File: src/rtl/core/spiral_phase_mask_rotator_defines.svh
// Assertion macros for the spiral phase mask rotator.
// Used by the top level only; expects clk and arst_n in scope.
`ifndef SPIRAL_PHASE_MASK_ROTATOR_DEFINES_SVH
`define SPIRAL_PHASE_MASK_ROTATOR_DEFINES_SVH
`ifndef NO_ASSERTIONS
`define SPM_ASSERT(lbl, prop) lbl: assert property (@(posedge clk) disable iff (!arst_n) prop) \
	else $error("spm assertion failed");
`define SPM_ASSERT_RST(lbl, prop) lbl: assert property (@(posedge clk) prop) \
	else $error("spm reset assertion failed");
`else
`define SPM_ASSERT(lbl, prop)
`define SPM_ASSERT_RST(lbl, prop)
`endif
`endif

File: src/rtl/core/spm_pkg.sv
// Shared constants for the spiral phase mask rotator.
// No dependencies; imported by every module of the block.
`default_nettype none
package spm_pkg;
	localparam int CORDIC_STEPS = 24;
	localparam int GUARD_BITS = 8;
	localparam int CHARGE_W = 16;
	localparam int SECTOR_W = 8;
	localparam int OFFSET_W = 16;
	localparam int CFG_DATA_W = 16;
	localparam int CFG_IDX_W = 2;
	localparam int APPLIED_W = 16;

	localparam logic [CFG_IDX_W-1:0] REG_CHARGE = 2'd0;
	localparam logic [CFG_IDX_W-1:0] REG_SECTOR_COUNT = 2'd1;
	localparam logic [CFG_IDX_W-1:0] REG_PHASE_OFFSET = 2'd2;

	// 1/gain of the 24 step CORDIC in Q20
	localparam logic signed [20:0] INV_GAIN_Q20 = 21'sd636751;

	// arctan(2^-i) in units of 2^-32 turn
	localparam logic [31:0] ATAN_TURNS [CORDIC_STEPS] = '{
		32'd536870912, 32'd316933406, 32'd167458907, 32'd85004756,
		32'd42667331, 32'd21354465, 32'd10679839, 32'd5340245,
		32'd2670163, 32'd1335087, 32'd667544, 32'd333772,
		32'd166886, 32'd83443, 32'd41722, 32'd20861,
		32'd10430, 32'd5215, 32'd2608, 32'd1304,
		32'd652, 32'd326, 32'd163, 32'd81
	};
endpackage
`default_nettype wire

File: src/rtl/core/spm_div_cell.sv
// One restoring division step by the sector count; keeps the low quotient bits.
// Depends on spm_pkg for the sector width.
`default_nettype none
module spm_div_cell import spm_pkg::*; #(
	parameter int DW = 39,
	parameter int PW = 16,
	parameter int SIDE_W = 1
) (
	input  wire logic                clk,
	input  wire logic                arst_n,
	input  wire logic                en,
	input  wire logic                vld_in,
	input  wire logic [SECTOR_W-1:0] divisor,
	input  wire logic [SECTOR_W-1:0] rem_in,
	input  wire logic [DW-1:0]       dvd_in,
	input  wire logic [PW-1:0]       quo_in,
	input  wire logic [SIDE_W-1:0]   side_in,
	output logic                     vld_out,
	output logic [SECTOR_W-1:0]      rem_out,
	output logic [DW-1:0]            dvd_out,
	output logic [PW-1:0]            quo_out,
	output logic [SIDE_W-1:0]        side_out
);
	logic [SECTOR_W:0] trial, diff;
	logic ge;

	always_comb begin
		trial = {rem_in, dvd_in[DW-1]};
		diff = trial - {1'b0, divisor};
		ge = (trial >= {1'b0, divisor});
	end

	always_ff @(posedge clk or negedge arst_n) begin
		if (!arst_n) vld_out <= 1'b0;
		else if (en) vld_out <= vld_in;
	end

	always_ff @(posedge clk) begin
		if (en) begin
			rem_out <= ge ? diff[SECTOR_W-1:0] : trial[SECTOR_W-1:0];
			dvd_out <= {dvd_in[DW-2:0], 1'b0};
			quo_out <= {quo_in[PW-2:0], ge};
			side_out <= side_in;
		end
	end
endmodule
`default_nettype wire

File: config.mk
export PLATFORM = sky130hd
export DESIGN_NAME = spm_div_cell
export DESIGN_NICKNAME = d
export VERILOG_FILES = /design/src/rtl/core/spiral_phase_mask_rotator_defines.svh /design/src/rtl/core/spm_pkg.sv /design/src/rtl/core/spm_div_cell.sv
export SDC_FILE = /design/constraint.sdc
export NUM_CORES = 1
export LEC_CHECK = 0
export ABC_CLOCK_PERIOD_IN_PS = 1900
export BUFFER_PORTS_ARGS = -buffer_cell sky130_fd_sc_hd__buf_2
export CORE_ASPECT_RATIO = 0.9
export CORE_MARGIN = 4
export CORE_UTILIZATION = 49
export CTS_BUF_LIST = sky130_fd_sc_hd__clkbuf_2 sky130_fd_sc_hd__clkbuf_4 sky130_fd_sc_hd__clkbuf_8
export DETAILED_ROUTE_END_ITERATION = 8
export GPL_TIMING_DRIVEN = 0
export PLACE_DENSITY_LB_ADDON = 0.15
export SETUP_SLACK_MARGIN = 0.05
export SLEW_MARGIN = 5
export SYNTH_ARGS = -nofsm -noshare
export SYNTH_HDL_FRONTEND = slang
export SYNTH_SLANG_ARGS = --single-unit
File: constraint.sdc
create_clock -name clk -period 1.9 [get_ports clk]
set_input_delay 0 -clock clk [delete_from_list [all_inputs] [get_ports clk]]
set_output_delay 0 -clock clk [all_outputs]
set_load 0.01 [all_outputs]
### Yosys cells after proc, flatten, opt, wreduce, memory -nomap -nowiden

Cells that the tools add are included.
Widths: inputs -> output; s select.

| cells by class | value |
|---|---|
| add/sub/neg operators | 1 |
| multipliers | 0 |
| div/mod/pow operators | 0 |
| $lt $le $gt $ge | 1 |
| equality and inequality tests | 0 |
| shifts and indexed selects | 0 |
| multiplexer cells | 1 |
| bitwise operators | 0 |
| reductions and logical operators | 0 |

Operators with widths:

| cell | number |
|---|---|
| $ge 9x8->1 | 1 |
| $mux 8 | 1 |
| $sub 8x8->8 | 1 |

| word-level totals | value |
|---|---|
| register bits | 64 |
| latch bits | 0 |
| bits in writable memories | 0 |
| bits in read-only memories | 0 |
| input port bits | 76 |
| output and inout bits | 65 |
| word-level logic and storage cells | 8 |
| memories kept | 0 |

### Depth between registers and ports, before layout

| logic depth | value |
|---|---|
| depth in word-level cells | 2 |
| depth in mapped cells | 9 |
| depth with buffers taken out | 8 |

### Least setup slack after synthesis

Ideal clock, no wire load.

| timing | value |
|---|---|
| kind | in2reg |
| from | input port divisor[6] |
| to | register rem_out[2] (data pin) |
| setup time | 260 ps |
| data arrival time | 1,536 ps |
| data required time | 1,640 ps |
| setup slack | 104 ps |
| stages on the path | 7 |
| buffers on the path | 1 |
| cells stage by stage | inv_1 > ha_1 > a21o_1 > a2111oi_2 > o21a_1 > buf_6 > mux2_4 |

| on the way | value |
|---|---|
| word-level cells in the longest chain between the ends | 2 |

Ends and longest elaborated chain:

| item | line | RTL |
|---|---|---|
| from (decl) | spm_div_cell.sv:13 | `input wire logic [SECTOR_W-1:0] divisor,` |
| $ge 9x8->1 | spm_div_cell.sv:30 | `ge = (trial >= {1'b0, divisor});` |
| $mux 8 | spm_div_cell.sv:40 | `rem_out <= ge ? diff[SECTOR_W-1:0] : trial[SECTOR_W-1:0];` |
| to (signal assigned) | spm_div_cell.sv:40 |  |
| to (decl) | spm_div_cell.sv:19 | `output logic [SECTOR_W-1:0] rem_out,` |

No other way between the ends.
A chain may end at the register's enable or synchronous reset.

### Worst setup path after layout

| timing | value |
|---|---|
| from | input port dvd_in[38] |
| to | register rem_out[6] (data pin) |

| on the way | value |
|---|---|
| word-level cells in the longest chain between the ends | 2 |
| elaborated cells on any way between the ends | 3 |
| classes of those cells | 1 x add/sub; 1 x order compare; 1 x mux |

Ends and longest elaborated chain:

| item | line | RTL |
|---|---|---|
| from (decl) | spm_div_cell.sv:15 | `input wire logic [DW-1:0] dvd_in,` |
| $sub 8x8->8 or $ge 9x8->1 (tied branches) | spm_div_cell.sv:29, spm_div_cell.sv:30 |  |
| $mux 8 * | spm_div_cell.sv:40 |  |

Mark *: on every way between the ends. The rest lies on a longest branch, timed or not.

==> flow_summary.toml <==
[worst_setup_path]
crit_slowest_cell = "fa_1"
start_kind = "input pin"
path_class = "input pin to register"
r2r_slack_ps = 1170
crit_arrival_ps = 1760
slowest_delay_ps = 410
cp_cell_sequence = "buf_2 > inv_1 > ha_1 > fa_1 > nor2b_1 > o31a_1 > nor4_1 > a311o_1 > mux2_4"
cp-end-kind = "register"
worst-path-buf-inv = 2
cp.required_ps = 1980
crit_family = "adder cells"
cp_max_fo = 3

[cells_and_area]
fin_util_pct = 83.8
final_cells = 415
fill_cells = 263
area.growth.synth_to_final_pct = 64.4
nets = 430
drive_gt1_share_pct = 47.4
num_antenna_cells = 0

[place]
io_buffer_count = 138
dpl.cell_count = 336
dp_slack_ps = -114
hpwlAfterDp_mm = 4.21
gp_congestion = 0.818

[route]
wire_per_inst_um = 18.1
initialDrtViolationCount = 148
ant_nets = 0
drc = 0
dr.pass1.iters = 5
via_count = 2043
postRouteWirelength_mm = 7.52
viasPerCell = 4.92

[die]
pin_count = 141
die_w_um = 83.0
fp.dieH_um = 75.5
start_util_pct = 51.0
die_area_mm2 = 0.00626
fp.coreArea_mm2 = 0.00486
rows = 24

[grt]
met1_usage_pct = 25.4
antenna_found_initial = 0
grt.busiest_layer = "met2"
grt_pass1_vias = 2042
grt_usage_pct = 24.0
gr-usage-met3_pct = 6.38
grt_pass1_wl_mm = 11.0
overflow = 0
met2_usage_pct = 45.4
grt_max_degree = 65

[synthesis]
yosysTopAreaCell = "edfxtp_1"
synth_fp_nets = 218
ys_ff_latch = 64
synthTopCellsByArea = "edfxtp_1, ha_1, mux2_4"
synthCells = 133
ys_warn_count = 0
ys_types = 33
yosysSeqAreaShare_pct = 77.3
synth_area_mm2 = 0.00248
synth_top_area_share_pct = 76.3
post_synth.cell_area_avg_um2 = 18.6

[timing]
slew_viol_final = 0
fin_skew_ps = 0
worst_pin_slew_ps = 779
rsz0062_at_grt = "false"
fin_crit_sh_pct = 88.4
worst_slack_ps = 220
final-hold-violation-count = 0
fmax_mhz = 595
fin_crit_ps = 1680
relSlewSlack_pct = 48.0
timing.setup.tns_ps = 0
finalSetupViolCount = 0

[power_and_ir_drop]
p_sw_share_pct = 23.8
total_power_w = 0.00350
leakagePower_nw = 1.82
p_int_w = 0.00267
vdd_drop_max_mv = 0.409
seqPwrFrac_pct = 49.6
combPwrFrac_pct = 17.6
clockPowerShare_pct = 32.8
switchingPower_w = 0.000832
power.density_mw_per_mm2 = 859

[job]
cap_viol_max_count = 0

[cts]
clk_pin_slew_ps = 60
cts-root-buf = "clkbuf_8"
ctsLongestPathBuffers = 2
postCtsSetupBuffers = 0
cts_tree = "built"
cts_made_buffers = 9
clk_latency_ps = 320
cts.sinks = 64
cts_max_level = 3

[worst_hold_path]
hold_path.class = "input pin to register"

[outcome]
status = "complete, no violations"
path summary, 6_finish.rpt:
check                           startpoint    endpoint  cells after the start
min in group asynchronous           arst_n     vld_out                      3
worst max register to register     vld_out     vld_out                      1
max in group asynchronous           arst_n     vld_out                      3
worst max-delay path            dvd_in[38]  rem_out[6]                      9
worst min register to register     vld_out     vld_out                      1
worst min-delay path            dvd_in[38]  rem_out[0]                      3
cell families after synthesis:
| kind of cell | Yosys count | share of synthesized area [%] |
|---|---|---|
| buffers and inverters | 15 | 3.03 |
| muxes | 9 | 4.90 |
| AOI/OAI and AO/OA | 17 | 5.60 |
| other | 1 | 0.151 |
| DFF | 64 | 77.3 |
| adders and majority gates | 9 | 4.85 |
| xor gates and xnor gates | 3 | 1.06 |
| and+or+nand+nor | 15 | 3.08 |
through the flow:
step | hold WS (ps) | area [um2]
final | 34.2 | 4080
after floorplan | -296 | 2480
after global placement | -225 | 3250
after CTS | 21.1 | 4070
after global routing | 36.6 | 4080
after detailed placement | -219 | 3250
Yosys cell counts:
cell type / n
mux2_4: 6
conb_1: 1
nor4_1: 1
mux2_2: 1
nor3b_1: 1
edfxtp_1: 63
a211o_1: 1
a2111oi_2: 1
a21oi_1: 2
o21a_1: 2
nor2b_1: 1
fa_1: 1
o21ai_0: 2
nor2_1: 4
o31a_1: 1
ha_1: 8
a31oi_1: 1
a211oi_2: 1
a21o_2: 1
nand2b_1: 2
nand3_1: 2
xnor2_1: 3
o311a_2: 1
buf_4: 1
nand2_1: 1
mux2i_1: 2
a311o_1: 1
inv_1: 12
buf_6: 2
dfrtp_1: 1
nor3_1: 3
a21o_1: 2
a211oi_1: 1
worst min-delay path, delay by kind of cell:
kind	cells	cell delay [ps]
buf+inv	2	120
mux	1	120
flip-flops by register name, summed over array words and instances, names as in the netlist:
signal / count
dvd_out: 38
quo_out: 16
rem_out: 8
side_out: 1
vld_out: 1
power by group through the flow:
stage	Clock [W]	Combinational [W]	Sequential [W]
after floorplan	0	0.000175	0.00183
after CTS	0.00114	0.000603	0.00173
after global placement	0	0.000487	0.00175
final	0.00115	0.000616	0.00174
after global routing	0.00124	0.000661	0.00174
after detailed placement	0	0.000497	0.00176
repair_timing:
action / 4_1_cts / 5_1_grt
hold buffers: 63 / 0
gates resized for setup: 0 / 0
hold endpoints to repair: 62 / 0
setup endpoints to repair: 0 / 0
layout by cell type, fill, tap and decap left out, types with 2 or more instances in the layout:
master,Yosys,routed
a21o_1,2,2
a21oi_1,2,2
buf_2,0,137
buf_4,1,2
buf_6,2,2
clkbuf_4,0,3
clkbuf_8,0,9
clkinv_1,0,2
dlygate4sd3_1,0,63
edfxtp_1,63,63
ha_1,8,8
inv_1,12,12
mux2_4,6,6
mux2i_1,2,2
nand2b_1,2,2
nand3_1,2,2
nor2_1,4,4
nor3_1,3,3
o21a_1,2,2
o21ai_0,2,2
xnor2_1,3,3
per-layer routing:
metal	vias to the layer above	part of all wire, %
met1	983	35
met2	116	55
met4	0	2.1
met3	13	7.7
li1	931	-
met5	-	0
layout make-up:
type                            count  area [um2]  area share, %
Sequential cell                    64        1920           47.0
Inverter                           12        45.0           1.11
Clock buffer                       12         146           3.59
Multi-Input combinational cell     54         487           11.9
Tap cell                           65        81.3           2.00
Timing Repair Buffer              201        1320           32.5
Clock inverter                      4        45.0           1.11
Buffer                              3        30.0          0.737
Power figures use the tool's default switching activity.
