`config.mk`:
```
export PLATFORM = sky130hd
export DESIGN_NAME = spm_rot_cell
export DESIGN_NICKNAME = d
export VERILOG_FILES = /design/src/rtl/core/spiral_phase_mask_rotator_defines.svh /design/src/rtl/core/spm_pkg.sv /design/src/rtl/core/spm_rot_cell.sv
export SDC_FILE = /design/constraint.sdc
export NUM_CORES = 1
export LEC_CHECK = 0
export BUFFER_PORTS_ARGS = -buffer_cell sky130_fd_sc_hd__clkbuf_2
export CAP_MARGIN = 20
export CELL_PAD_IN_SITES_DETAIL_PLACEMENT = 0
export CELL_PAD_IN_SITES_GLOBAL_PLACEMENT = 1
export CORE_MARGIN = 5
export CORE_UTILIZATION = 44
export DETAILED_ROUTE_END_ITERATION = 10
export GPL_ROUTABILITY_DRIVEN = 0
export HOLD_SLACK_MARGIN = 0.15
export PLACE_DENSITY = 0.95
export SLEW_MARGIN = 5
export SYNTH_ARGS = -nofsm -noshare
export SYNTH_HDL_FRONTEND = slang
export SYNTH_SLANG_ARGS = --single-unit
```
`constraint.sdc`:
```
create_clock -name clk -period 1.2 [get_ports clk]
set_input_delay 0.24 -clock clk [delete_from_list [all_inputs] [get_ports clk]]
set_output_delay 0.24 -clock clk [all_outputs]
set_load 0.01 [all_outputs]
```
`src/rtl/core/spiral_phase_mask_rotator_defines.svh`:
```
// Assertion macros for the spiral phase mask rotator.
// Used by the top level only; expects clk and arst_n in scope.
`ifndef SPIRAL_PHASE_MASK_ROTATOR_DEFINES_SVH
`define SPIRAL_PHASE_MASK_ROTATOR_DEFINES_SVH
`ifndef NO_ASSERTIONS
`define SPM_ASSERT(lbl, prop) lbl: assert property (@(posedge clk) disable iff (!arst_n) prop) \
	else $error("spm assertion failed");
`define SPM_ASSERT_RST(lbl, prop) lbl: assert property (@(posedge clk) prop) \
	else $error("spm reset assertion failed");
`else
`define SPM_ASSERT(lbl, prop)
`define SPM_ASSERT_RST(lbl, prop)
`endif
`endif

```
`src/rtl/core/spm_pkg.sv`:
```
// Shared constants for the spiral phase mask rotator.
// No dependencies; imported by every module of the block.
`default_nettype none
package spm_pkg;
	localparam int CORDIC_STEPS = 24;
	localparam int GUARD_BITS = 8;
	localparam int CHARGE_W = 16;
	localparam int SECTOR_W = 8;
	localparam int OFFSET_W = 16;
	localparam int CFG_DATA_W = 16;
	localparam int CFG_IDX_W = 2;
	localparam int APPLIED_W = 16;

	localparam logic [CFG_IDX_W-1:0] REG_CHARGE = 2'd0;
	localparam logic [CFG_IDX_W-1:0] REG_SECTOR_COUNT = 2'd1;
	localparam logic [CFG_IDX_W-1:0] REG_PHASE_OFFSET = 2'd2;

	// 1/gain of the 24 step CORDIC in Q20
	localparam logic signed [20:0] INV_GAIN_Q20 = 21'sd636751;

	// arctan(2^-i) in units of 2^-32 turn
	localparam logic [31:0] ATAN_TURNS [CORDIC_STEPS] = '{
		32'd536870912, 32'd316933406, 32'd167458907, 32'd85004756,
		32'd42667331, 32'd21354465, 32'd10679839, 32'd5340245,
		32'd2670163, 32'd1335087, 32'd667544, 32'd333772,
		32'd166886, 32'd83443, 32'd41722, 32'd20861,
		32'd10430, 32'd5215, 32'd2608, 32'd1304,
		32'd652, 32'd326, 32'd163, 32'd81
	};
endpackage
`default_nettype wire

```
`src/rtl/core/spm_rot_cell.sv`:
```
// One rotation CORDIC step: turns (x, y) by the sign of the residual angle.
// Depends on spm_pkg for the arctan table.
`default_nettype none
module spm_rot_cell import spm_pkg::*; #(
	parameter int STEP = 0,
	parameter int RW = 29,
	parameter int SIDE_W = 1
) (
	input  wire logic                 clk,
	input  wire logic                 arst_n,
	input  wire logic                 en,
	input  wire logic                 vld_in,
	input  wire logic signed [RW-1:0] x_in,
	input  wire logic signed [RW-1:0] y_in,
	input  wire logic [31:0]          r_in,
	input  wire logic [SIDE_W-1:0]    side_in,
	output logic                      vld_out,
	output logic signed [RW-1:0]      x_out,
	output logic signed [RW-1:0]      y_out,
	output logic [31:0]               r_out,
	output logic [SIDE_W-1:0]         side_out
);
	logic signed [RW-1:0] xs, ys, x_nx, y_nx;
	logic [31:0] r_nx;

	always_comb begin
		xs = x_in >>> STEP;
		ys = y_in >>> STEP;
		if (r_in[31]) begin
			x_nx = x_in + ys;
			y_nx = y_in - xs;
			r_nx = r_in + ATAN_TURNS[STEP];
		end else begin
			x_nx = x_in - ys;
			y_nx = y_in + xs;
			r_nx = r_in - ATAN_TURNS[STEP];
		end
	end

	always_ff @(posedge clk or negedge arst_n) begin
		if (!arst_n) vld_out <= 1'b0;
		else if (en) vld_out <= vld_in;
	end

	always_ff @(posedge clk) begin
		if (en) begin
			x_out <= x_nx;
			y_out <= y_nx;
			r_out <= r_nx;
			side_out <= side_in;
		end
	end
endmodule
`default_nettype wire

```
# Word level (Yosys, flattened, before mapping)
# Index checks and enable logic that the tools add are counted.
[op_classes]
addsub = 5
n_mux = 3
[op_table]
columns = ["op", "n"]
rows = [
  ["$mux 29", 2],
  ["$sub 29x29->29", 2],
  ["$add 32x30->32 const B", 1],
  ["$mux 32", 1],
  ["$sub 32x30->32 const B", 1],
  ["$add 29x29->29", 1],
]
[totals]
register_bits = 92
inputBits = 95

# Logic depth before layout (Yosys ltp)
[logic_depth]
depth_word = 2
mapped_depth = 12
depth_no_buf = 12

# Worst setup path before layout
# OpenSTA, ideal clock, no wires.
[synth_path]
path_type = "input -> register"
startpoint = "input x_in[3]"
endpoint = "register y_out[26] (data pin)"
arrival_ns = 2.651
required_ns = 0.930
setup_slack_ns = -1.721
stages = 12
n_path_buf = 1
path_cell_list = "inv_1 ha_1 buf_6 and4b_1 a311oi_2 a21oi_1 o41a_1 or4_1 a41o_1 a31oi_1 nor3_1 xor2_1"
[synth_between]
elab_chain_cells = 2
elab_cells_between_ends = 3
[synth_rtl]
columns = ["element", "line", "rtl"]
rows = [
  ["from (decl)", "spm_rot_cell.sv:13", "input wire logic signed [RW-1:0] x_in,"],
  ["$add 29x29->29 or $sub 29x29->29 (tied branches)", "spm_rot_cell.sv:35, spm_rot_cell.sv:31", ""],
  ["$mux 29 *", "spm_rot_cell.sv:29", "if (r_in[31]) begin"],
  ["net y_nx[26]", "spm_rot_cell.sv:23", "logic signed [RW-1:0] xs, ys, x_nx, y_nx;"],
  ["to (signal assigned)", "spm_rot_cell.sv:48", "y_out <= y_nx;"],
  ["to (decl)", "spm_rot_cell.sv:19", "output logic signed [RW-1:0] y_out,"],
]
# Mark *: on every way through the listed nets, which the timed path passes. The rest lies on a longest branch.
# A chain may end at the register's enable or synchronous reset.

# Worst setup path in the final report
[layout_path]
startpoint = "input x_in[4]"
endpoint = "register x_out[28] (data pin)"
[layout_between]
elab_chain_cells = 2
elab_cells_between_ends = 3
[layout_rtl]
columns = ["element", "line", "rtl"]
rows = [
  ["$sub 29x29->29 or $add 29x29->29 (tied branches)", "spm_rot_cell.sv:34, spm_rot_cell.sv:30", ""],
  ["$mux 29 *", "spm_rot_cell.sv:29", ""],
  ["net x_nx[28]", "spm_rot_cell.sv:23", ""],
  ["to (signal assigned)", "spm_rot_cell.sv:47", "x_out <= x_nx;"],
  ["to (decl)", "spm_rot_cell.sv:18", "output logic signed [RW-1:0] x_out,"],
]
# Marked as above.

==> run_results.csv <==
group,metric,value,unit
pwr,clkPwrFrac,20.9,%
sta,worst_slack,-1.61,ns
worst_setup_path,crit_start,"x_in[4]",
route,drc,0,
yosys,synth_ff_type,"edfxtp_1",
sta,max_freq,356,MHz
floorplanning,core,17100,µm²
global_routing,track_usage,26.7,%
route,wl_per_cell,18.7,µm
sta,fin_crit,2.81,ns
clock_tree,tritoncts,"done",
cells_and_area,num_antenna_cells,0,
sta,finClkSkew,0,ns
route,drtAntennaViolNets,0,
global_routing,grt_max_degree,58,
route,wl_met1,11000,µm
pwr,switchingPower,0.00453,W
sta,setup_viol,55,
floorplanning,die_h,141,µm
floorplanning,dieArea,19900,µm²
global_routing,antenna_found_initial,0,
pwr,p_leak,6.10,nW
clock_tree,cts_sinks,91,
yosys,ys_types,67,
worst_setup_path,worstPathArrival,2.91,ns
floorplanning,io_pins,187,
worst_setup_path,cp_max_fo,5,
yosys,netlist_instances,822,
pwr,p_int,0.00843,W
worst_setup_path,worstPathRequired,1.30,ns
route,drt_wl_total,29100,µm
cells_and_area,fin_cells,1560,
clock_tree,root_buffer,"clkbuf_16",
run_status,status,"finished with violations",
floorplanning,dieWidth,141,µm
floorplanning,start_util,44.3,%
yosys,synth-seq-cells,91,
route,vias_per_cell,5.51,
worst_setup_path,reg2reg_depth,1,
worst_setup_path,crit_type,"in -> reg",
pwr,p_per_area,980,nW/µm²
cells_and_area,final_cell_area,13200,µm²
pwr,switching_share,35.0,%
route,met3_length,2200,µm
yosys,yosysWarnings,0,
route,drt_iter0_markers,730,
cells_and_area,synthToLayoutAreaGrowth,74.6,%
placement,placedCellCount,1475,
route,vias,8603,
worst_setup_path,r2r-start,"vld_out",
sta,relSlewSlack,62.6,%
worst_hold_path,hp-class,"in -> async",
placement,portBuffers,186,
yosys,synth.top_cell.area_share,35.7,%
route,top_layer,"met4",
sta,maxSlewViolCount,0,
global_routing,grt_pass1_wl,42800,µm
yosys,async_reset_ff_share,1.10,%
yosys,syn_nets,1013,
cells_and_area,layout-drive-gt1-share,53.3,%
worst_setup_path,regToRegSetupSlack,0.44,ns
yosys,synth_area,7580,µm²
yosys,yosysSeqAreaShare,36.0,%
run_status,violations,"negative setup slack",
clock_tree,path_clk_slew,0.07,ns
clock_tree,clk-insertion-delay-late,0.35,ns
placement,post_dp_cell_area,11300,µm²
worst_setup_path,rr_endpoint,"vld_out",
sta,rsz0062_at_grt,"yes",
pwr,power_frac_seq,32.5,%
yosys,synth_area_leader_cell,"edfxtp_1",
sta,hold_ws,0.214,ns
placement,dp_hpwl,20200,µm
sta,hold_viol,0,
pwr,ir_drop,727,µV
sta,finalCritPeriodShare,234,%
pwr,combPwrFrac,46.7,%
clock_tree,htree_levels,3,
pwr,total_power,0.0130,W
yosys,synthTopCellsByCount,"100 x a21oi_1, 92 x ha_1, 90 x edfxtp_1",
floorplanning,num_rows,48,
route,wl_met2,14600,µm
route,firstDrtPassIters,6,
flow_run,maxCapViolCount,0,
global_routing,grt_pass1_vias,8661,
yosys,synth_edf_count,90,
yosys,avgSynthCellArea,9.22,µm²
sta,tightest_slew,0.558,ns
yosys,yosys-top-cells-area,"edfxtp_1 36%, ha_1 15%, a21oi_1 6.6%, xnor2_1 4.7%, inv_1 4.1%",
global_routing,grt-ovfl-total,0,
clock_tree,numCtsBuffers,9,
clock_tree,clockBufferDepth,2,
worst_setup_path,endpoint_kind,"flip-flop",
worst_setup_path,start_kind,"input port",
yosys,yosys.cell_count.top_type,"a21oi_1",
cells_and_area,nNetsFinal,1521,
-- worst max-delay path, cell delays in order --
cell       delay, ns
clkbuf_16       0.12
inv_8           0.03
ha_4            0.26
a21oi_2         0.15
o211ai_1        0.19
a2111oi_2       0.49
buf_4           0.21
o21ai_4         0.07
a211o_1         0.32
a211o_1         0.31
a2111oi_2       0.30
a21oi_1         0.08
xnor2_1         0.13
-- cells by family (layout without fill, tap and decap cells) --
logic type | count (synthesis) | after routing | synth area share, %
flops | 91 | 91 | 36.0
compound gates | 254 | 254 | 21.0
mux | 15 | 15 | 2.01
xor+xnor | 55 | 55 | 6.36
simple gates | 186 | 186 | 11.9
buf+inv | 125 | 638 | 6.42
fa+ha+maj | 96 | 96 | 16.2
-- stage by stage --
step	worst slack, ns	utilization, %	setup TNS (ns)
finish	-1.61	77.3	-57.76
global route	-1.68	77.3	-59.88
CTS	-1.50	74.8	-51.90
detailed placement	-2.08	66.0	-78.09
global placement	-2.07	66.0	-76.50
floorplan	-1.64	-	-47.65
-- state kept, by name, summed over array words and instances, names as in the netlist --
signal	cells
y_out	29
x_out	28
r_out	32
vld_out	1
side_out	1
-- what timing repair did --
item,CTS,global route
hold buffers,33,0
pin swaps,101,84
hold endpoints to repair,33,0
gates resized for setup,143,84
buffers inserted,32,22
endpoints found under the setup margin,54,56
-- power groups by stage --
stage	clock, W	sequential (W)	combinational [W]
6_report	0.00270	0.00421	0.00605
5_1_grt	0.00290	0.00424	0.00639
4_1_cts	0.00276	0.00421	0.00554
3_5_place_dp	0	0.00428	0.00484
3_3_place_gp	0	0.00426	0.00472
2_1_floorplan	0	0.00450	0.00229
-- metal layers --
metal | vias up | global-route usage, %
met5 | - | 0
met2 | 446 | 46.7
li1 | 3963 | -
met3 | 105 | 5.66
met4 | 0 | 12.2
met1 | 4089 | 31.3
-- how the worst max path moves through the flow --
stage	endpoint	depth (start not counted)
global placement	y_out[26]	12
CTS	y_out[22]	14
global route	x_out[28]	13
detailed placement	y_out[26]	12
finish	x_out[28]	13
floorplan	y_out[26]	12
-- area by class of cell --
cell class	instances	area, µm²
clock inverter	6	41.3
tap	225	282
sequential	91	2730
clock buffer	10	229
multi-input combinational	606	5560
fill	1076	3890
timing repair buffer	536	4000
inverter	86	385
-- layout by cell type (no fill, tap or decap), types with 5 or more instances in the layout --
cell type and count:
buf_4 276, buf_12 5, nor3_2 6, or4_1 7
ha_4 17, clkbuf_2 174, a211oi_1 7, nand3_1 8
o21ai_2 14, nand2_1 33, nor2_4 6, a31oi_1 5
o21ai_1 15, nor2_2 6, xor2_1 14, nor4_1 6
a21oi_4 13, ha_1 73, a21o_1 17, nor3_1 17
inv_1 65, mux2i_1 8, dlygate4sd3_1 33, nor2_1 50
edfxtp_1 90, buf_8 5, a21oi_2 34, nand4_1 5
buf_6 34, xnor2_2 8, xnor2_1 33, o21bai_1 17
a21oi_1 53, clkbuf_16 14, o211ai_1 5, a211o_1 6
o21ai_0 17, o21ai_4 6, inv_2 10
Note: power is estimated with default switching activity, not from simulation.
