$ cat src/rtl/core/spiral_phase_mask_rotator_defines.svh
// Assertion macros for the spiral phase mask rotator.
// Used by the top level only; expects clk and arst_n in scope.
`ifndef SPIRAL_PHASE_MASK_ROTATOR_DEFINES_SVH
`define SPIRAL_PHASE_MASK_ROTATOR_DEFINES_SVH
`ifndef NO_ASSERTIONS
`define SPM_ASSERT(lbl, prop) lbl: assert property (@(posedge clk) disable iff (!arst_n) prop) \
	else $error("spm assertion failed");
`define SPM_ASSERT_RST(lbl, prop) lbl: assert property (@(posedge clk) prop) \
	else $error("spm reset assertion failed");
`else
`define SPM_ASSERT(lbl, prop)
`define SPM_ASSERT_RST(lbl, prop)
`endif
`endif

$ cat src/rtl/core/spm_pkg.sv
// Shared constants for the spiral phase mask rotator.
// No dependencies; imported by every module of the block.
`default_nettype none
package spm_pkg;
	localparam int CORDIC_STEPS = 24;
	localparam int GUARD_BITS = 8;
	localparam int CHARGE_W = 16;
	localparam int SECTOR_W = 8;
	localparam int OFFSET_W = 16;
	localparam int CFG_DATA_W = 16;
	localparam int CFG_IDX_W = 2;
	localparam int APPLIED_W = 16;

	localparam logic [CFG_IDX_W-1:0] REG_CHARGE = 2'd0;
	localparam logic [CFG_IDX_W-1:0] REG_SECTOR_COUNT = 2'd1;
	localparam logic [CFG_IDX_W-1:0] REG_PHASE_OFFSET = 2'd2;

	// 1/gain of the 24 step CORDIC in Q20
	localparam logic signed [20:0] INV_GAIN_Q20 = 21'sd636751;

	// arctan(2^-i) in units of 2^-32 turn
	localparam logic [31:0] ATAN_TURNS [CORDIC_STEPS] = '{
		32'd536870912, 32'd316933406, 32'd167458907, 32'd85004756,
		32'd42667331, 32'd21354465, 32'd10679839, 32'd5340245,
		32'd2670163, 32'd1335087, 32'd667544, 32'd333772,
		32'd166886, 32'd83443, 32'd41722, 32'd20861,
		32'd10430, 32'd5215, 32'd2608, 32'd1304,
		32'd652, 32'd326, 32'd163, 32'd81
	};
endpackage
`default_nettype wire

$ cat src/rtl/core/spm_vec_cell.sv
// One vectoring CORDIC step: rotates (x, y) towards the x axis, accumulates angle.
// Depends on spm_pkg for the arctan table.
`default_nettype none
module spm_vec_cell import spm_pkg::*; #(
	parameter int STEP = 0,
	parameter int XW = 29,
	parameter int SIDE_W = 1
) (
	input  wire logic              clk,
	input  wire logic              arst_n,
	input  wire logic              en,
	input  wire logic              vld_in,
	input  wire logic signed [XW-1:0] x_in,
	input  wire logic signed [XW-1:0] y_in,
	input  wire logic [31:0]       z_in,
	input  wire logic [SIDE_W-1:0] side_in,
	output logic                   vld_out,
	output logic signed [XW-1:0]   x_out,
	output logic signed [XW-1:0]   y_out,
	output logic [31:0]            z_out,
	output logic [SIDE_W-1:0]      side_out
);
	logic signed [XW-1:0] xs, ys, x_nx, y_nx;
	logic [31:0] z_nx;

	always_comb begin
		xs = x_in >>> STEP;
		ys = y_in >>> STEP;
		if (y_in[XW-1]) begin
			x_nx = x_in - ys;
			y_nx = y_in + xs;
			z_nx = z_in - ATAN_TURNS[STEP];
		end else begin
			x_nx = x_in + ys;
			y_nx = y_in - xs;
			z_nx = z_in + ATAN_TURNS[STEP];
		end
	end

	always_ff @(posedge clk or negedge arst_n) begin
		if (!arst_n) vld_out <= 1'b0;
		else if (en) vld_out <= vld_in;
	end

	always_ff @(posedge clk) begin
		if (en) begin
			x_out <= x_nx;
			y_out <= y_nx;
			z_out <= z_nx;
			side_out <= side_in;
		end
	end
endmodule
`default_nettype wire

$ cat config.mk
export PLATFORM = sky130hd
export DESIGN_NAME = spm_vec_cell
export DESIGN_NICKNAME = d
export VERILOG_FILES = /design/src/rtl/core/spiral_phase_mask_rotator_defines.svh /design/src/rtl/core/spm_pkg.sv /design/src/rtl/core/spm_vec_cell.sv
export SDC_FILE = /design/constraint.sdc
export NUM_CORES = 1
export LEC_CHECK = 0
export BUFFER_PORTS_ARGS = -buffer_cell sky130_fd_sc_hd__buf_2
export CORE_UTILIZATION = 30
export CTS_CLUSTER_SIZE = 25
export DETAILED_ROUTE_END_ITERATION = 10
export PLACE_DENSITY_LB_ADDON = 0.05
export SYNTH_ARGS = -nofsm -noshare
export SYNTH_HDL_FRONTEND = slang
export SYNTH_SLANG_ARGS = --single-unit
$ cat constraint.sdc
create_clock -name clk -period 1.1 [get_ports clk]
set_input_delay 0 -clock clk [delete_from_list [all_inputs] [get_ports clk]]
set_output_delay 0 -clock clk [all_outputs]
set_load 0.005 [all_outputs]
* After elaboration in Yosys (flattened, before gate mapping) *
Cells that the tools add are included.

cells by class
  $add $sub $neg = 5
  mux-type cells = 3

operators by type and width
  cell                                                 number
  two-way mux 29 bit                                   2
  subtractor 29 bit                                    2
  adder 32 x 30 -> 32 bit, second input constant       1
  two-way mux 32 bit                                   1
  subtractor 32 x 30 -> 32 bit, second input constant  1
  adder 29 bit                                         1

word-level totals
  register bits after elaboration = 92
  bits of input ports = 95
  output and inout bits = 92

* Logic depth before layout (Yosys ltp) *
Gate-level depths: netlist of the first run.

  depth after elaboration = 2
  gate-level depth with buffers = 12

* Worst setup path before layout of the first run *
No wires, ideal clock.

  path type = input to register
  from = input x_in[0]
  to = register y_out[28] (data pin)
  data arrival time = 2.194 ns
  data required time = 0.836 ns
  path slack = -1.358 ns
  stages = 12
  buffers on the path = 0
  path through = ha_1 -> inv_1 -> fa_1 -> o21bai_1 -> a21oi_1 -> o311ai_2 -> a211oi_2 -> o31ai_1 -> nand3_1 -> a21oi_1 -> o22ai_1 -> xor2_1

between the ends
  longest elaborated chain between the ends = 2

RTL lines
  element                                            line                                    source
  start, declared                                    spm_vec_cell.sv:13                      input wire logic signed [XW-1:0] x_in,
  subtractor 29 bit or adder 29 bit (tied branches)  spm_vec_cell.sv:35, spm_vec_cell.sv:31
  two-way mux 29 bit (*)                             spm_vec_cell.sv:29                      if (y_in[XW-1]) begin
  named net y_nx[28]                                 spm_vec_cell.sv:23                      logic signed [XW-1:0] xs, ys, x_nx, y_nx;
  end signal, assigned                               spm_vec_cell.sv:48                      y_out <= y_nx;
  end, declared                                      spm_vec_cell.sv:19                      output logic signed [XW-1:0] y_out,

Mark *: on every way through the listed nets, which the timed path passes. The rest lies on a longest branch.
A chain may end at the register's enable or synchronous reset.

* Worst setup path after layout of the first run *
  from = input x_in[0]
  to = register x_out[28] (data pin)

between the ends
  longest elaborated chain between the ends = 2

RTL lines
  element                                            line                                    source
  adder 29 bit or subtractor 29 bit (tied branches)  spm_vec_cell.sv:34, spm_vec_cell.sv:30
  two-way mux 29 bit (*)                             spm_vec_cell.sv:29
  named net x_nx[28]                                 spm_vec_cell.sv:23
  end signal, assigned                               spm_vec_cell.sv:47                      x_out <= x_nx;
  end, declared                                      spm_vec_cell.sv:18                      output logic signed [XW-1:0] x_out,

Marks and branches as above.

==> results_dict.tcl, run 1 <==
set metrics [dict create \
    status "finished with violations" \
    violations "setup timing" \
    synth_top_family_by_area "compound AO/OA/AOI/OAI gates" \
    total_power_uw 14100 \
    ys_seq_elements 91 \
    cts_tree "done" \
    drive_gt1_frac 0.543 \
    groute.usage.overall 0.215 \
    grt_pass1_vias 7716 \
    required_ns 1.20 \
    fillers 2231 \
    clock_path_buffers 2 \
    relSlewSlack 0.581 \
    layout_common_cells "buf_4 (285), buf_2 (176), edfxtp_1 (90)" \
    fmax_ghz 0.431 \
    dpl.hpwl_um 22200 \
    final_max_slew_viol_count 0 \
    final_net_count 1497 \
    leakage_uw 0.00598 \
    yosysWarnings 0 \
    p_per_area_nw_per_um2 1060 \
    final_util 0.546 \
    min_period_over_period 2.11 \
    antenna-diode-count 0 \
    cts_max_level 3 \
    synth_ff_type "edfxtp_1" \
    hold_path_class "input pin to register" \
    vias 7732 \
    max_cap_violations 0 \
    fin_skew_ns 0 \
    ant_nets 0 \
    boundaryPins 187 \
    synth_edf_count 90 \
    insertion_delay_ns 0.34 \
    grt_pass1_wl_um 43100 \
    cts_buffers 9 \
    drtIter0Drc 387 \
    routed_wl_um 28000 \
    post-route-drc-count 0 \
    antenna_found_initial 0 \
    synth-adder-area-share 0.151 \
    grt_start_max_net_pins 37 \
    syn_area_per_cell_um2 9.30 \
    grt_overflow_total 0 \
    areaGrowthSynthToFinish_pct 77.4 \
    first_pass_iters 4 \
    period_needed_ns 2.32 \
    hold_viol_final 0 \
    worstSetupPathType "input pin to register" \
    async_reset_ff_frac 0.0110 \
    die_h_um 160 \
    synth.yosys.seq_area_share 0.364 \
    clock_sinks 91 \
    peakVddDrop_mv 0.737 \
    syn-cell-area_um2 7500 \
    cp-start-kind "input pin" \
    rsz0062_at_grt "yes" \
    start_util 0.308 \
    netlist_instances 807 \
    die-width_um 160 \
    synth_nets 990 \
    final-setup-viol-count 51 \
    die_area_um2 25600 \
    root_buffer "clkbuf_16" \
    worstPathArrival_ns 2.42 \
    synthMuxAreaShare 0.0215 \
    critPathCaptureType "register" \
    routabilityCongestion 0.873 \
    mostFrequentLayoutCell "buf_4" \
    numPortBuffers 186 \
    placementRows 57 \
    path_clk_slew_ns 0.08 \
    ys_types 70 \
    synth_compound_area_frac 0.217 \
    synth_simple_gate_area_frac 0.113 \
    synth_xor_xnor_area_share 0.0654 \
    finalWorstSetupSlack_ns -1.22 \
    vias_per_cell 4.71 \
    pre_cts_slack_ns -1.81 \
    avgRoutedWirePerCell_um 17.1 \
    worst_slew_pin_slew_ns 0.624 \
    core_area_um2 24400 \
    crit_fanout 3 \
]
==> registers in the layout (all words and copies together), names as in the netlist <==
| register | count |
|---|---|
| x_out | 28 |
| z_out | 32 |
| y_out | 29 |
| side_out | 1 |
| vld_out | 1 |
==> through the flow <==
step	hold WS [ns]	instances	area [µm²]	TNS, ns
after floorplan	-0.296	807	7980	-39.58
after global placement	-0.224	1566	11300	-69.65
after detailed placement	-0.222	1566	11300	-69.64
after CTS	0.0134	1628	12600	-41.59
after global routing	0.0245	1643	13300	-45.63
final	0.0217	1643	13300	-42.27
==> what timing repair did <==
| action | in CTS | in global routing |
|---|---|---|
| endpoints found under the setup margin | 53 | 53 |
| pin swaps | 64 | 89 |
| buffers inserted | 15 | 24 |
| hold buffers | 35 | 0 |
| endpoints found under the hold margin | 35 | 0 |
| gates resized for setup | 119 | 138 |
==> logic make-up (layout without fill, tap and decap cells) <==
group	after synthesis	after routing
AOI/OAI and AO/OA	248	248
xor gates and xnor gates	56	56
adders and majority gates	88	88
DFF	91	91
buffers and inverters	130	642
muxes	16	16
and+or+nand+nor	178	178
==> layout make-up <==
type / instances / area (µm²) / share of cell area
clock buffers: 10 / 239 / 0.0179
clock inverters: 6 / 53.8 / 0.00404
inverters: 92 / 412 / 0.0309
multi-input cells: 586 / 5560 / 0.418
flip-flops and latches: 91 / 2730 / 0.205
well taps: 324 / 405 / 0.0304
repair buffers: 534 / 3920 / 0.294
==> power breakdown <==
part           leakage [µW]  total, µW  internal (µW)  switching, µW
clock network      0.000142       3170           1650           1520
logic               0.00495       6370           3230           3140
registers          0.000893       4570           4440            132
==> synth_stat cells (6+ instances only) <==
master,number,area [µm²]
ha_1,84,1050
nor3_1,12,60.1
o31ai_1,12,90.1
inv_1,91,342
nor2b_1,13,81.3
a211oi_1,6,45.0
o21bai_1,24,180
edfxtp_1,90,2700
buf_2,9,45.0
o21ai_1,7,35.0
xnor2_1,53,464
o21a_1,6,45.0
a21o_1,16,120
o21ai_0,35,175
clkbuf_1,19,71.3
mux2i_1,15,150
a21oi_1,91,455
buf_1,7,26.3
nand4_1,7,43.8
nand2b_1,6,37.5
nor2_1,64,240
nand3_1,14,70.1
nand2_1,35,131
==> worst paths after layout <==
path                          from        end  slack, ns  depth (start not counted)
max                        x_in[0]  x_out[28]      -1.22                         15
min                             en  y_out[18]       0.02                          1
max reg2reg                vld_out    vld_out       0.35                          1
min reg2reg                vld_out    vld_out       0.52                          1
max in group asynchronous   arst_n    vld_out       0.46                          3
min in group asynchronous   arst_n    vld_out       0.54                          3
==> layer usage <==
layer	GRT usage	share of wire	vias up
met3	0.0270	0.042	11
li1	-	-	3886
met1	0.311	0.49	3621
met2	0.344	0.46	214
met5	0	0	-
met4	0.0346	0.0065	0
==> critical path, cell delays in order <==
cell and delay [ns]:
buf_12 0.10, clkinv_8 0.04, ha_4 0.15, fa_2 0.33, nand4b_1 0.24, a311oi_2 0.31
buf_4 0.19, o21ai_2 0.06, a21oi_2 0.18, buf_4 0.16, a21oi_4 0.05, or2_4 0.26
a21oi_2 0.13, o22ai_2 0.08, xnor2_1 0.12
Note: power is estimated with default switching activity, not from simulation.
==> run 2: changes to the inputs <==
--- a/config.mk
+++ b/config.mk
@@ -9,6 +9,7 @@
 export CORE_UTILIZATION = 30
 export CTS_CLUSTER_SIZE = 25
 export DETAILED_ROUTE_END_ITERATION = 10
+export MAX_ROUTING_LAYER = met4
 export PLACE_DENSITY_LB_ADDON = 0.05
 export SYNTH_ARGS = -nofsm -noshare
 export SYNTH_HDL_FRONTEND = slang
==> run 2 against run 1 <==
- the run still ends with setup timing left
- final cell count is the same
- clock power is essentially flat
- clock skew is the same
- die area is the same
- hold slack lost 0.00098 ns
- non-clock buffer count is the same
- first-iteration DRC count grew 19%
- maximum frequency grew 4.0%
==> results_dict.tcl, run 2 (synthesis results as in run 1) <==
set metrics [dict create \
    root_buffer "clkbuf_16" \
    antenna-diode-count 0 \
    fin_cells 1643 \
    worstSetupStartpoint "x_in[0]" \
    slowest_delay_ns 0.34 \
    cpMaxStageDelayCell "fa_2" \
    pre_cts_slack_ns -1.71 \
    max_cap_violations 0 \
    cts_buffers 9 \
    cts_max_level 3 \
    required_ns 1.20 \
    fin_tns_setup_ns -40.56 \
    largest_reg_flops 32 \
    cp_num_buf_inv 3 \
    min_period_over_period 2.03 \
    regArea_um2 2730 \
    worstSetupPathType "input pin to register" \
    path_clk_slew_ns 0.08 \
    numPortBuffers 186 \
    die_area_um2 25600 \
    die_h_um 160 \
    wl_met3_um 1200 \
    drive_gt1_frac 0.554 \
    routed_wl_um 28300 \
    grt_pass1_vias 7852 \
    dpl.hpwl_um 22300 \
    clock_path_buffers 2 \
    hold_start "en" \
    placed_cells 1562 \
    start_util 0.308 \
    fillers 2222 \
    post-route-drc-count 0 \
    mostFrequentLayoutCell "buf_4" \
    r2r_start "vld_out" \
    ant_nets 0 \
    hold_viol_final 0 \
    rr_worst_depth 1 \
    grt_start_max_net_pins 32 \
    boundaryPins 187 \
    multi_input_area_um2 5650 \
    relSlewSlack 0.655 \
    fin_skew_ns 0 \
    period_needed_ns 2.23 \
    leakage_uw 0.00601 \
    met2_length_um 13100 \
    worst_slew_pin_slew_ns 0.517 \
    fmax_ghz 0.448 \
    hold_path_class "input pin to register" \
    avgRoutedWirePerCell_um 17.2 \
    total_power_uw 14300 \
    rsz0062_at_grt "yes" \
    crit_fanout 3 \
    peakVddDrop_mv 0.641 \
    core_area_um2 24400 \
    regMostFlops "z_out" \
    grt_overflow_total 0 \
    cp_cell_sequence "buf_12, inv_8, ha_4, fa_2, nand4b_1, a311oi_2, buf_4, o21ai_4, a21oi_4, a31oi_4, o221a_4, nor2b_4, o2bb2ai_2, xnor2_1" \
    routabilityCongestion 0.886 \
    drtIter0Drc 461 \
    worstPathArrival_ns 2.34 \
    top_layer "met4" \
    insertion_delay_ns 0.35 \
    path_delay_family "compound AO/OA/AOI/OAI gates" \
    min_path_cells 1 \
    placementRows 57 \
    final_util 0.554 \
    groute.usage.overall 0.227 \
    cp.depth 14 \
    antenna_found_initial 0 \
    clock_sinks 91 \
    final_net_count 1497 \
    grt_pass1_wl_um 43900 \
    finalWorstSetupSlack_ns -1.13 \
    final_max_slew_viol_count 0 \
    cts_tree "done" \
    violations "setup timing" \
    layout_common_cells "buf_4 (273), buf_2 (166), edfxtp_1 (90)" \
    largestRegisters "z_out x32, y_out x29, x_out x28" \
    die-width_um 160 \
    cp-start-kind "input pin" \
    final-setup-viol-count 50 \
    status "finished with violations" \
    first_pass_iters 5 \
    p_per_area_nw_per_um2 1060 \
    vias 7825 \
    areaGrowthSynthToFinish_pct 80.0 \
    drt-met1-wl_um 13700 \
    critPathCaptureType "register" \
    vias_per_cell 4.76 \
]
-- run 2: changes by cell type in the layout (fill, tap and decap cells not counted), sizes merged --
cell / previous run / this run
clkinv: 2 / 1
clkinvlp: 1 / 2
-- run 2: repair_timing --
item | CTS | global route
hold buffers | 35 | 0
setup endpoints to repair | 52 | 53
resized for setup | 177 | 125
endpoints found under the hold margin | 34 | 0
pin swaps | 94 | 81
setup buffers | 28 | 21
-- run 2: power by group --
part / total [µW] / switching [µW] / leakage [µW] / internal, µW
sequential: 4560 / 125 / 0.000893 / 4440
clock: 3170 / 1530 / 0.000140 / 1650
combinational: 6520 / 3190 / 0.00498 / 3330
-- run 2: per-stage QoR --
stage          hold WS [ns]  cell area [µm²]
2_1_floorplan        -0.296             7980
3_3_place_gp         -0.225            11300
3_5_place_dp         -0.223            11300
4_1_cts              0.0122            12900
5_1_grt              0.0169            13500
6_report             0.0207            13500
-- run 2: metal layers --
layer / vias up / global-route usage
li1: 3895 / -
met5: - / -
met1: 3708 / 0.314
met3: 17 / 0.0286
met4: 0 / 0.0437
met2: 205 / 0.355
-- run 2: final cells by class --
| type | instances | area share |
|---|---|---|
| Inverter | 92 | 0.0301 |
| Tap cell | 324 | 0.0300 |
| Clock inverter | 6 | 0.00408 |
| Multi-Input combinational cell | 586 | 0.418 |
| Timing Repair Buffer | 534 | 0.298 |
| Clock buffer | 10 | 0.0177 |
| Sequential cell | 91 | 0.202 |
-- run 2: worst paths after layout --
check / to / slack (ns)
setup / recovery: x_out[26] / -1.13
hold / removal: y_out[17] / 0.02
setup reg to reg: vld_out / 0.37
hold reg to reg: vld_out / 0.50
max in group asynchronous: vld_out / 0.53
min in group asynchronous: vld_out / 0.47
